**src/rtl/att_pkg.sv**
```systemverilog
// ----------------------------------------------------------------------------
// Array tree traversal package
// Item types, command and order codes shared by the traversal unit.
// ----------------------------------------------------------------------------
package att_pkg;

  localparam int NODES_DEF = 63;
  localparam int VALUE_W   = 32;

  localparam logic [1:0] CMD_APPEND   = 2'd0;
  localparam logic [1:0] CMD_TRAVERSE = 2'd1;
  localparam logic [1:0] CMD_CLEAR    = 2'd2;

  localparam logic [1:0] ORD_LEVEL = 2'd0;
  localparam logic [1:0] ORD_PRE   = 2'd1;
  localparam logic [1:0] ORD_IN    = 2'd2;
  localparam logic [1:0] ORD_POST  = 2'd3;

  typedef struct packed {
    logic [1:0]                cmd;
    logic signed [VALUE_W-1:0] node_value;
    logic                      node_present;
    logic [1:0]                traverse_order;
  } in_item_t;

  typedef struct packed {
    logic signed [VALUE_W-1:0] out_value;
    logic                      out_last;
  } out_item_t;

endpackage

```
**src/rtl/array_tree_traversal_unit.sv**
```systemverilog
// ----------------------------------------------------------------------------
// Array tree traversal unit
// Heap-indexed binary tree store with level, pre, in and post order walks.
// ----------------------------------------------------------------------------
// Append, clear and unknown commands are taken while idle. A traverse walks the
// tree with one shared index unit, climbing by parent index (no stack): level
// order scans every stored slot, the depth-first orders only the nodes reached
// from the root. in_ready stays low until the walk ends and its last value has
// moved to the output register; an emit holds while out_ready stalls the output.
// Synchronous active-low reset empties the tree and clears all control state.
module array_tree_traversal_unit #(
  parameter int NODES = att_pkg::NODES_DEF
) (
  input  logic              clk,
  input  logic              rst_n,
  input  logic              in_valid,
  output logic              in_ready,
  input  att_pkg::in_item_t in_item,
  output logic              out_valid,
  input  logic              out_ready,
  output att_pkg::out_item_t out_item
);
  import att_pkg::*;

  localparam int CNT_W = $clog2(NODES + 1);
  localparam int CW    = CNT_W + 1;
  localparam int IW    = (NODES > 1) ? $clog2(NODES) : 1;

  typedef enum logic [3:0] {
    S_IDLE   = 4'b0001,
    S_VISIT  = 4'b0010,
    S_EMIT   = 4'b0100,
    S_FINISH = 4'b1000
  } state_t;

  typedef enum logic [2:0] {
    PH_ENTER = 3'b001,
    PH_LEFT  = 3'b010,
    PH_RIGHT = 3'b100
  } phase_t;

  state_t                    state_r, state_nxt;
  phase_t                    phase_r, phase_nxt;
  logic [CW-1:0]             cur_r, cur_nxt;
  logic [1:0]                mode_r, mode_nxt;
  logic [CNT_W-1:0]          count_r, count_nxt;
  logic [NODES-1:0]          present_r;
  logic signed [VALUE_W-1:0] node_store [NODES];
  logic signed [VALUE_W-1:0] mem_q;
  logic                      pend_valid_r, pend_valid_nxt;
  logic signed [VALUE_W-1:0] pend_value_r, pend_value_nxt;
  logic                      out_valid_r, out_valid_nxt;
  out_item_t                 out_item_r, out_item_nxt;

  logic                      in_fire;
  logic                      out_free;
  logic                      can_append;
  logic                      cur_in_range;
  logic                      live;
  logic                      emit_req;
  logic                      go_up;
  logic                      mv_done;
  logic [CW-1:0]             mv_cur;
  phase_t                    mv_phase;
  logic [CW-1:0]             cur_dec;

  assign in_ready   = (state_r == S_IDLE);
  assign in_fire    = in_valid && in_ready;
  assign out_free   = !out_valid_r || out_ready;
  assign out_valid  = out_valid_r;
  assign out_item   = out_item_r;
  assign can_append = (count_r < CNT_W'(NODES));

  assign cur_in_range = (cur_r < {1'b0, count_r});
  assign live         = cur_in_range && present_r[cur_r[IW-1:0]];
  assign cur_dec      = cur_r - CW'(1);

  // Walk step: what to emit here and where the index goes next
  always_comb begin
    emit_req = 1'b0;
    go_up    = 1'b0;
    mv_done  = 1'b0;
    mv_cur   = cur_r;
    mv_phase = PH_ENTER;
    if (mode_r == ORD_LEVEL) begin
      if (!cur_in_range) begin
        mv_done = 1'b1;
      end else begin
        emit_req = present_r[cur_r[IW-1:0]];
        mv_cur   = cur_r + CW'(1);
      end
    end else begin
      unique case (phase_r)
        PH_ENTER: begin
          if (live) begin
            emit_req = (mode_r == ORD_PRE);
            mv_cur   = {cur_r[CW-2:0], 1'b1};
          end else begin
            go_up = 1'b1;
          end
        end
        PH_LEFT: begin
          emit_req = (mode_r == ORD_IN);
          mv_cur   = {cur_r[CW-2:0], 1'b0} + CW'(2);
        end
        PH_RIGHT: begin
          emit_req = (mode_r == ORD_POST);
          go_up    = 1'b1;
        end
        default: mv_done = 1'b1;
      endcase
      // climb to the parent; an odd index was a left child
      if (go_up) begin
        if (cur_r == '0) begin
          mv_done = 1'b1;
        end else begin
          mv_cur   = {1'b0, cur_dec[CW-1:1]};
          mv_phase = cur_r[0] ? PH_LEFT : PH_RIGHT;
        end
      end
    end
  end

  // Sequencer
  always_comb begin
    state_nxt      = state_r;
    phase_nxt      = phase_r;
    cur_nxt        = cur_r;
    mode_nxt       = mode_r;
    count_nxt      = count_r;
    pend_valid_nxt = pend_valid_r;
    pend_value_nxt = pend_value_r;
    out_valid_nxt  = out_valid_r;
    out_item_nxt   = out_item_r;
    if (out_valid_r && out_ready) begin
      out_valid_nxt = 1'b0;
    end
    unique case (state_r)
      S_IDLE: begin
        if (in_fire) begin
          unique case (in_item.cmd)
            CMD_APPEND: begin
              if (can_append) begin
                count_nxt = count_r + CNT_W'(1);
              end
            end
            CMD_CLEAR: count_nxt = '0;
            CMD_TRAVERSE: begin
              mode_nxt  = in_item.traverse_order;
              cur_nxt   = '0;
              phase_nxt = PH_ENTER;
              state_nxt = S_VISIT;
            end
            default: ;
          endcase
        end
      end
      S_VISIT: begin
        if (emit_req) begin
          state_nxt = S_EMIT;
        end else if (mv_done) begin
          state_nxt = S_FINISH;
        end else begin
          cur_nxt   = mv_cur;
          phase_nxt = mv_phase;
        end
      end
      S_EMIT: begin
        // hold until the previous value can move to the output register
        if (!pend_valid_r || out_free) begin
          if (pend_valid_r) begin
            out_valid_nxt          = 1'b1;
            out_item_nxt.out_value = pend_value_r;
            out_item_nxt.out_last  = 1'b0;
          end
          pend_valid_nxt = 1'b1;
          pend_value_nxt = mem_q;
          if (mv_done) begin
            state_nxt = S_FINISH;
          end else begin
            cur_nxt   = mv_cur;
            phase_nxt = mv_phase;
            state_nxt = S_VISIT;
          end
        end
      end
      S_FINISH: begin
        if (!pend_valid_r) begin
          state_nxt = S_IDLE;
        end else if (out_free) begin
          out_valid_nxt          = 1'b1;
          out_item_nxt.out_value = pend_value_r;
          out_item_nxt.out_last  = 1'b1;
          pend_valid_nxt         = 1'b0;
          state_nxt              = S_IDLE;
        end
      end
      default: state_nxt = S_IDLE;
    endcase
  end

  always_ff @(posedge clk) begin
    if (!rst_n) begin
      state_r      <= S_IDLE;
      phase_r      <= PH_ENTER;
      cur_r        <= '0;
      mode_r       <= ORD_LEVEL;
      count_r      <= '0;
      pend_valid_r <= 1'b0;
      out_valid_r  <= 1'b0;
    end else begin
      state_r      <= state_nxt;
      phase_r      <= phase_nxt;
      cur_r        <= cur_nxt;
      mode_r       <= mode_nxt;
      count_r      <= count_nxt;
      pend_valid_r <= pend_valid_nxt;
      out_valid_r  <= out_valid_nxt;
    end
  end

  always_ff @(posedge clk) begin
    pend_value_r <= pend_value_nxt;
    out_item_r   <= out_item_nxt;
  end

  // Present bits
  always_ff @(posedge clk) begin
    if (!rst_n) begin
      present_r <= '0;
    end else if (in_fire && in_item.cmd == CMD_CLEAR) begin
      present_r <= '0;
    end else if (in_fire && in_item.cmd == CMD_APPEND && can_append) begin
      present_r[count_r[IW-1:0]] <= in_item.node_present;
    end
  end

  // Node value memory
  always_ff @(posedge clk) begin
    if (in_fire && in_item.cmd == CMD_APPEND && can_append) begin
      node_store[count_r[IW-1:0]] <= in_item.node_value;
    end
  end

  always_ff @(posedge clk) begin
    mem_q <= node_store[cur_r[IW-1:0]];
  end

`ifndef SYNTHESIS
  a_count_bound: assert property (@(posedge clk) disable iff (!rst_n)
    count_r <= CNT_W'(NODES))
    else $error("node count beyond capacity");

  a_idle_no_pend: assert property (@(posedge clk) disable iff (!rst_n)
    state_r == S_IDLE |-> !pend_valid_r)
    else $error("pending value left behind after a traversal");

  a_emit_stored: assert property (@(posedge clk) disable iff (!rst_n)
    state_r == S_EMIT |-> cur_r < {1'b0, count_r})
    else $error("emit from a slot that was never appended");

  a_emit_stall: assert property (@(posedge clk) disable iff (!rst_n)
    (state_r == S_EMIT && pend_valid_r && !out_free)
      |=> (state_r == S_EMIT && $stable(cur_r)))
    else $error("walk advanced while output was blocked");
`endif

endmodule

```
**config.mk**
```make
export PLATFORM = sky130hd
export DESIGN_NAME = array_tree_traversal_unit
export DESIGN_NICKNAME = d
export VERILOG_FILES = /design/src/rtl/att_pkg.sv /design/src/rtl/array_tree_traversal_unit.sv
export SDC_FILE = /design/constraint.sdc
export NUM_CORES = 2
export LEC_CHECK = 0
export ABC_CLOCK_PERIOD_IN_PS = 5170
export BUFFER_PORTS_ARGS = -buffer_cell sky130_fd_sc_hd__buf_2
export CORE_MARGIN = 1
export CORE_UTILIZATION = 25
export CTS_BUF_LIST = sky130_fd_sc_hd__clkbuf_8 sky130_fd_sc_hd__clkbuf_16
export CTS_CLUSTER_SIZE = 20
export DETAILED_ROUTE_END_ITERATION = 16
export GPL_ROUTABILITY_DRIVEN = 0
export HOLD_SLACK_MARGIN = 0.03
export PLACE_DENSITY = 0.34
export SLEW_MARGIN = 20
export SYNTH_ARGS = -nofsm -noshare
export SYNTH_HDL_FRONTEND = slang
export SYNTH_SLANG_ARGS = --single-unit
export TNS_END_PERCENT = 100
```
**constraint.sdc**
```tcl
create_clock -name clk -period 5.17 [get_ports clk]
set_input_delay 0.7755 -clock clk [delete_from_list [all_inputs] [get_ports clk]]
set_output_delay 0.7755 -clock clk [all_outputs]
set_load 0.02 [all_outputs]
```
======== Word-level counts from Yosys, hierarchy flattened ========
Memory sizes are Yosys's and may differ from the RTL's. A register that Yosys moved wholly into a read port is not among the register bits.
Cells that the tools add are included.
word-level totals
  bits in registers ....................... 152
  RAM bits ................................ 2016
  output and inout port bits .............. 35
  logic and storage cells ................. 137
  memories ................................ 1
operators by class
  add/sub/neg operators ................... 4
  order comparisons ....................... 5
  equality and inequality tests ........... 22
  muxes and demuxes ....................... 67
  bitwise operators ....................... 1
  reductions and logical operators ........ 26
memories
  memory      depth  width  read ports  clocked after Yosys merged registers in  wr ports  RTL line                         source
  node_store  63     32     1           1                                        1         array_tree_traversal_unit.sv:48  logic signed [VALUE_W-1:0] node_store [NODES];
operators with widths
  cell                 count
  $mux 33              4
  $mux 7               10
  $pmux 33 s2          1
  $bwmux 63            1
  $mux 4               8
  $mux 3               9
  $mux 1               22
  $pmux 7 s3           1
  $pmux 4 s4           1
  $reduce_and 5->1     3
  $lt 6x7->1 const B   2
  $pmux 7 s2           1
  $ne 2x2->1 const B   6
  $pmux 6 s2           1
  $pmux 3 s3           1
  $add 7x1->7 const B  1
  $add 7x2->7 const B  1
  $logic_and 1x1->1    7
  $logic_not 7->1      1
  $lt 7x6->1           1
  $sub 7x1->7 const B  1
  $add 6x1->6 const B  1
  $bmux 1 s6           1
  $demux 1 s6          1
  27 further kinds     39

======== Logic depth before layout (Yosys ltp) ========
  word-level depth ........................ 11
  mapped depth ............................ 14
  depth with buffers taken out ............ 11

======== Worst setup path before layout ========
No wires, ideal clock.
  path type ............................... reg-to-reg
  start ................................... reg state_r[3]
  end ..................................... mem node_store[6][0] (enable)
  library setup time ...................... 0.423 ns
  data arrival time ....................... 3.945 ns
  required time ........................... 4.747 ns
  path slack .............................. 0.802 ns
  cell stages (with the launch flop) ...... 7
  path buffers ............................ 1
  path through ............................ dfxtp_1 > nor4b_1 > nand3b_1 > nor4_1 > nand3_1 > clkbuf_1 > nor2_1
between the ends
  cells in the longest elaborated chain, start to end .. 6
ends and longest elaborated chain
  element                          RTL line                          source
  from (decl)                      array_tree_traversal_unit.sv:42   state_t state_r, state_nxt;
  from (signal assigned)           array_tree_traversal_unit.sv:212  state_r <= state_nxt;
  $eq 4x1->1                       array_tree_traversal_unit.sv:67   assign in_ready = (state_r == S_IDLE);
  named net in_ready               array_tree_traversal_unit.sv:17   output logic in_ready,
  $logic_and 1x1->1                array_tree_traversal_unit.sv:68   assign in_fire = in_valid && in_ready;
  $logic_and 1x1->1 (2 in series)  array_tree_traversal_unit.sv:240  if (in_fire && in_item.cmd == CMD_APPEND && can_append) begin
  $mux 1                           array_tree_traversal_unit.sv:240
  $mux 1 (implied by the code)     array_tree_traversal_unit.sv:241  node_store[count_r[IW-1:0]] <= in_item.node_value;
  to (decl)                        array_tree_traversal_unit.sv:48
The timed path passes the listed nets, and every way through them passes these cells.

======== Worst setup path in the final report ========
  start ................................... reg state_r[3]
  end ..................................... mem node_store[21][4] (enable)
between the ends
  cells in the longest elaborated chain, start to end .. 6
ends and longest elaborated chain
  element                          RTL line
  $eq 4x1->1                       array_tree_traversal_unit.sv:67
  $logic_and 1x1->1                array_tree_traversal_unit.sv:68
  $logic_and 1x1->1 (2 in series)  array_tree_traversal_unit.sv:240
  $mux 1                           array_tree_traversal_unit.sv:240
  $mux 1 (implied by the code)     array_tree_traversal_unit.sv:241
No other way between the ends.

==> impl_metrics.json <==
{
  "min_to": "mode_r[1]$_SDFFE_PN0P_",
  "p_comb_frac": 0.011,
  "max_stage_delay_ns": 0.98,
  "p_per_area_nw_per_um2": 382,
  "worst_clock_skew_ns": 0.0355,
  "synthTopCellsByCount": "2081 x edfxtp_1, 646 x mux4_2, 135 x clkbuf_1, 135 x nand2_1, 119 x dfxtp_1",
  "cp.required_ns": 5.73,
  "tritoncts": "yes",
  "fin_util": 0.299,
  "worst_slew_pin_slew_ns": 1.12,
  "r2r_setup_slack_ns": 0.99,
  "clock-root-buffer": "clkbuf_16",
  "yosysWarnings": 0,
  "nets": 4065,
  "swShare": 0.206,
  "yosys.area.top_type": "edfxtp_1",
  "cp_top_family": "simple AND/OR/NAND/NOR gates",
  "timing.final.crit_share": 0.809,
  "hold_buffers": 0,
  "die_w_um": 581,
  "synth_edf_count": 2081,
  "fin_ws_ns": 0.989,
  "path_buf_inv": 1,
  "h-tree-depth": 5,
  "path_clk_slew_ns": 0.05,
  "synth_area_sq_um": 83900,
  "num_rows": 212,
  "power_frac_clock": 0.477,
  "setup_viol": 0,
  "design_area_sq_um": 99700,
  "min_from": "in_item[1]",
  "antenna_found_initial": 36,
  "grt_pass1_vias": 41521,
  "grt-ovfl-total": 0,
  "cp-end-kind": "flop",
  "dr.pass1.iters": 5,
  "portBuffers": 75,
  "outcome": "finished, final reports clean",
  "fin_crit_ns": 4.18,
  "vias": 40100,
  "ios": 76,
  "wl_per_cell_um": 32.9,
  "hpwl_mm": 159,
  "critPathLaunchType": "flop",
  "path_class": "flop to flop",
  "place_ws_ns": 0.993,
  "ir_worst_vdd_uv": 219,
  "crit_chain": "nor4b_1 -> nand3b_1 -> nor3_1 -> and2_1 -> nand2_1 -> nor2_4 -> buf_12",
  "drt_drc_violations_left": 0,
  "routed_wl_mm": 283,
  "fmax_mhz": 239,
  "synth.distinct_cells": 66,
  "postSynthNetCount": 3736,
  "final_hold_viol_count": 0,
  "synth_most_common_cell": "edfxtp_1",
  "vias_per_cell": 4.66,
  "die-area_sq_um": 338000,
  "grt_max_degree": 131,
  "cpMaxStageDelayCell": "nor2_4",
  "clock_path_buffers": 4,
  "cts_setup_buffers": 0,
  "p_seq_frac": 0.512,
  "layout-drive-gt1-share": 0.323,
  "maxSlewViolCount": 0,
  "syn_area_per_cell_sq_um": 22.8,
  "ys_seq_area_frac": 0.773,
  "fin_setup_tns_ns": 0,
  "p_int_mw": 30.3,
  "post_cts_resized": 0,
  "slew_headroom": 0.256,
  "hold_depth": 3,
  "power.total_mw": 38.1,
  "synth_seq_cells": 2200,
  "r2r-start": "state_r[3]$_SDFFE_PN0P_",
  "reg2reg_depth": 7,
  "initial_utilization": 0.251,
  "synthFlopType": "edfxtp_1",
  "drv_cap": 0,
  "path_depth": 7,
  "synth_top_area_share": 0.745,
  "synth.area.top_cells": "edfxtp_1 75%, mux4_2 17%, dfxtp_1 2.8%",
  "clk_latency_ns": 0.88,
  "switching_power_mw": 7.84,
  "cp.arrival_ns": 4.74,
  "rsz0062_at_grt": "no",
  "grt_pass1_wl_mm": 380,
  "cts_num_sinks": 2200,
  "fp.coreArea_sq_um": 334000,
  "worstPathMaxFanout": 15,
  "cts_made_buffers": 269,
  "ant_nets": 0,
  "min_path_type": "input pin to flop",
  "asyncSetResetFlopFracSynth": 0,
  "area_growth_pct": 18.9,
  "power.leakage_nw": 29.9,
  "grt_usage": 0.166,
  "die_h_um": 581,
  "placedInstanceArea_sq_um": 91200,
  "r2r-end": "node_store[21][4]$_DFFE_PP_",
  "drt-initial-drc-count": 3697,
  "syn-instance-count": 3686
}
-- stage by stage --
| stage | hold slack [ns] | cells |
|---|---|---|
| global placement | 0.392 | 8127 |
| floorplan | 0.386 | 3686 |
| CTS | 0.0798 | 8601 |
| finish | 0.159 | 8611 |
| global route | 0.129 | 8605 |
| detailed placement | 0.392 | 8128 |
-- worst max path at each step --
stage,start,endpoint,slack [ns]
final,state_r[3]$_SDFFE_PN0P_,node_store[21][4]$_DFFE_PP_,0.99
after global routing,state_r[3]$_SDFFE_PN0P_,present_r[21]$_SDFFE_PP0P_,0.57
after CTS,state_r[3]$_SDFFE_PN0P_,present_r[21]$_SDFFE_PP0P_,0.97
after detailed placement,cur_r[1]$_SDFFE_PN0P_,cur_r[5]$_SDFFE_PN0P_,0.99
after floorplan,state_r[3]$_SDFFE_PN0P_,node_store[6][0]$_DFFE_PP_,0.80
after global placement,state_r[3]$_SDFFE_PN0P_,present_r[21]$_SDFFE_PP0P_,1.03
-- kinds of logic after synthesis --
kind of cell | count (synthesis) | synth area share
xor+xnor | 11 | 0.00115
mux | 704 | 0.181
flops | 2200 | 0.773
compound gates | 243 | 0.0167
fa+ha+maj | 9 | 0.00134
simple gates | 299 | 0.0154
buf+inv | 220 | 0.0108
-- placed cells by master, fill, tap and decap left out, types with 5 or more instances in the layout --
master and n:
buf_2 56, inv_6 9, o21ai_0 104, o22ai_1 5, clkinv_1 37, a21oi_1 86
clkinv_2 41, nor2_1 35, dfxtp_1 115, nand4_1 6, a21o_1 5, edfxtp_1 2081
buf_4 174, diode_2 7, clkbuf_16 280, clkbuf_8 16, mux2i_1 50, mux4_2 646
nand2b_1 7, xnor2_1 11, nand3_1 12, nor3_1 8, nor4_1 6, inv_1 80
nor2_4 64, bufinv_16 14, buf_12 32, a211oi_1 6, nand3b_1 5, ha_1 9
nand2_1 135
-- worst reg2reg max path, cell delays in order, from the launching register on --
cell and delay, ns:
dfxtp_1 0.35, nor4b_1 0.57, nand3b_1 0.35, nor3_1 0.37, and2_1 0.27, nand2_1 0.63, nor2_4 1.00, buf_12 0.28
-- flip-flops by register name, indices dropped and copies added (netlist names) --
register	count
mem_q	32
cur_r	7
pend_value_r	32
mode_r	2
pend_valid_r	1
node_store	2016
out_item	33
count_r	6
phase_r	3
present_r	63
out_valid	1
state_r	4
-- power by group through the flow --
stage	logic (mW)	registers, mW	clock network, mW
finish	0.402	19.5	18.2
global route	0.444	19.5	19.4
CTS	0.407	19.5	18.8
detailed placement	0.408	19.9	0
global placement	0.402	19.9	0
floorplan	0.0776	19.9	0
-- per-layer routing --
metal  global-route usage  up-vias  part of all wire
li1                     -    16340                 -
met1                0.227    22327              0.44
met2                0.274     1083              0.49
met3               0.0264      350             0.045
met4               0.0406        0             0.024
met5                    0        -                 0
-- area by class of cell --
| class | count | area (sq um) |
|---|---|---|
| Sequential cell | 2200 | 64900 |
| Clock inverter | 177 | 1200 |
| Multi-Input combinational cell | 1266 | 18600 |
| Timing Repair Buffer | 263 | 2250 |
| Inverter | 15 | 65.1 |
| Fill cell | 32275 | 234000 |
| Tap cell | 4387 | 5490 |
| Clock buffer | 296 | 7230 |
| Antenna cell | 7 | 17.5 |
(Power assumes the default switching activity.)
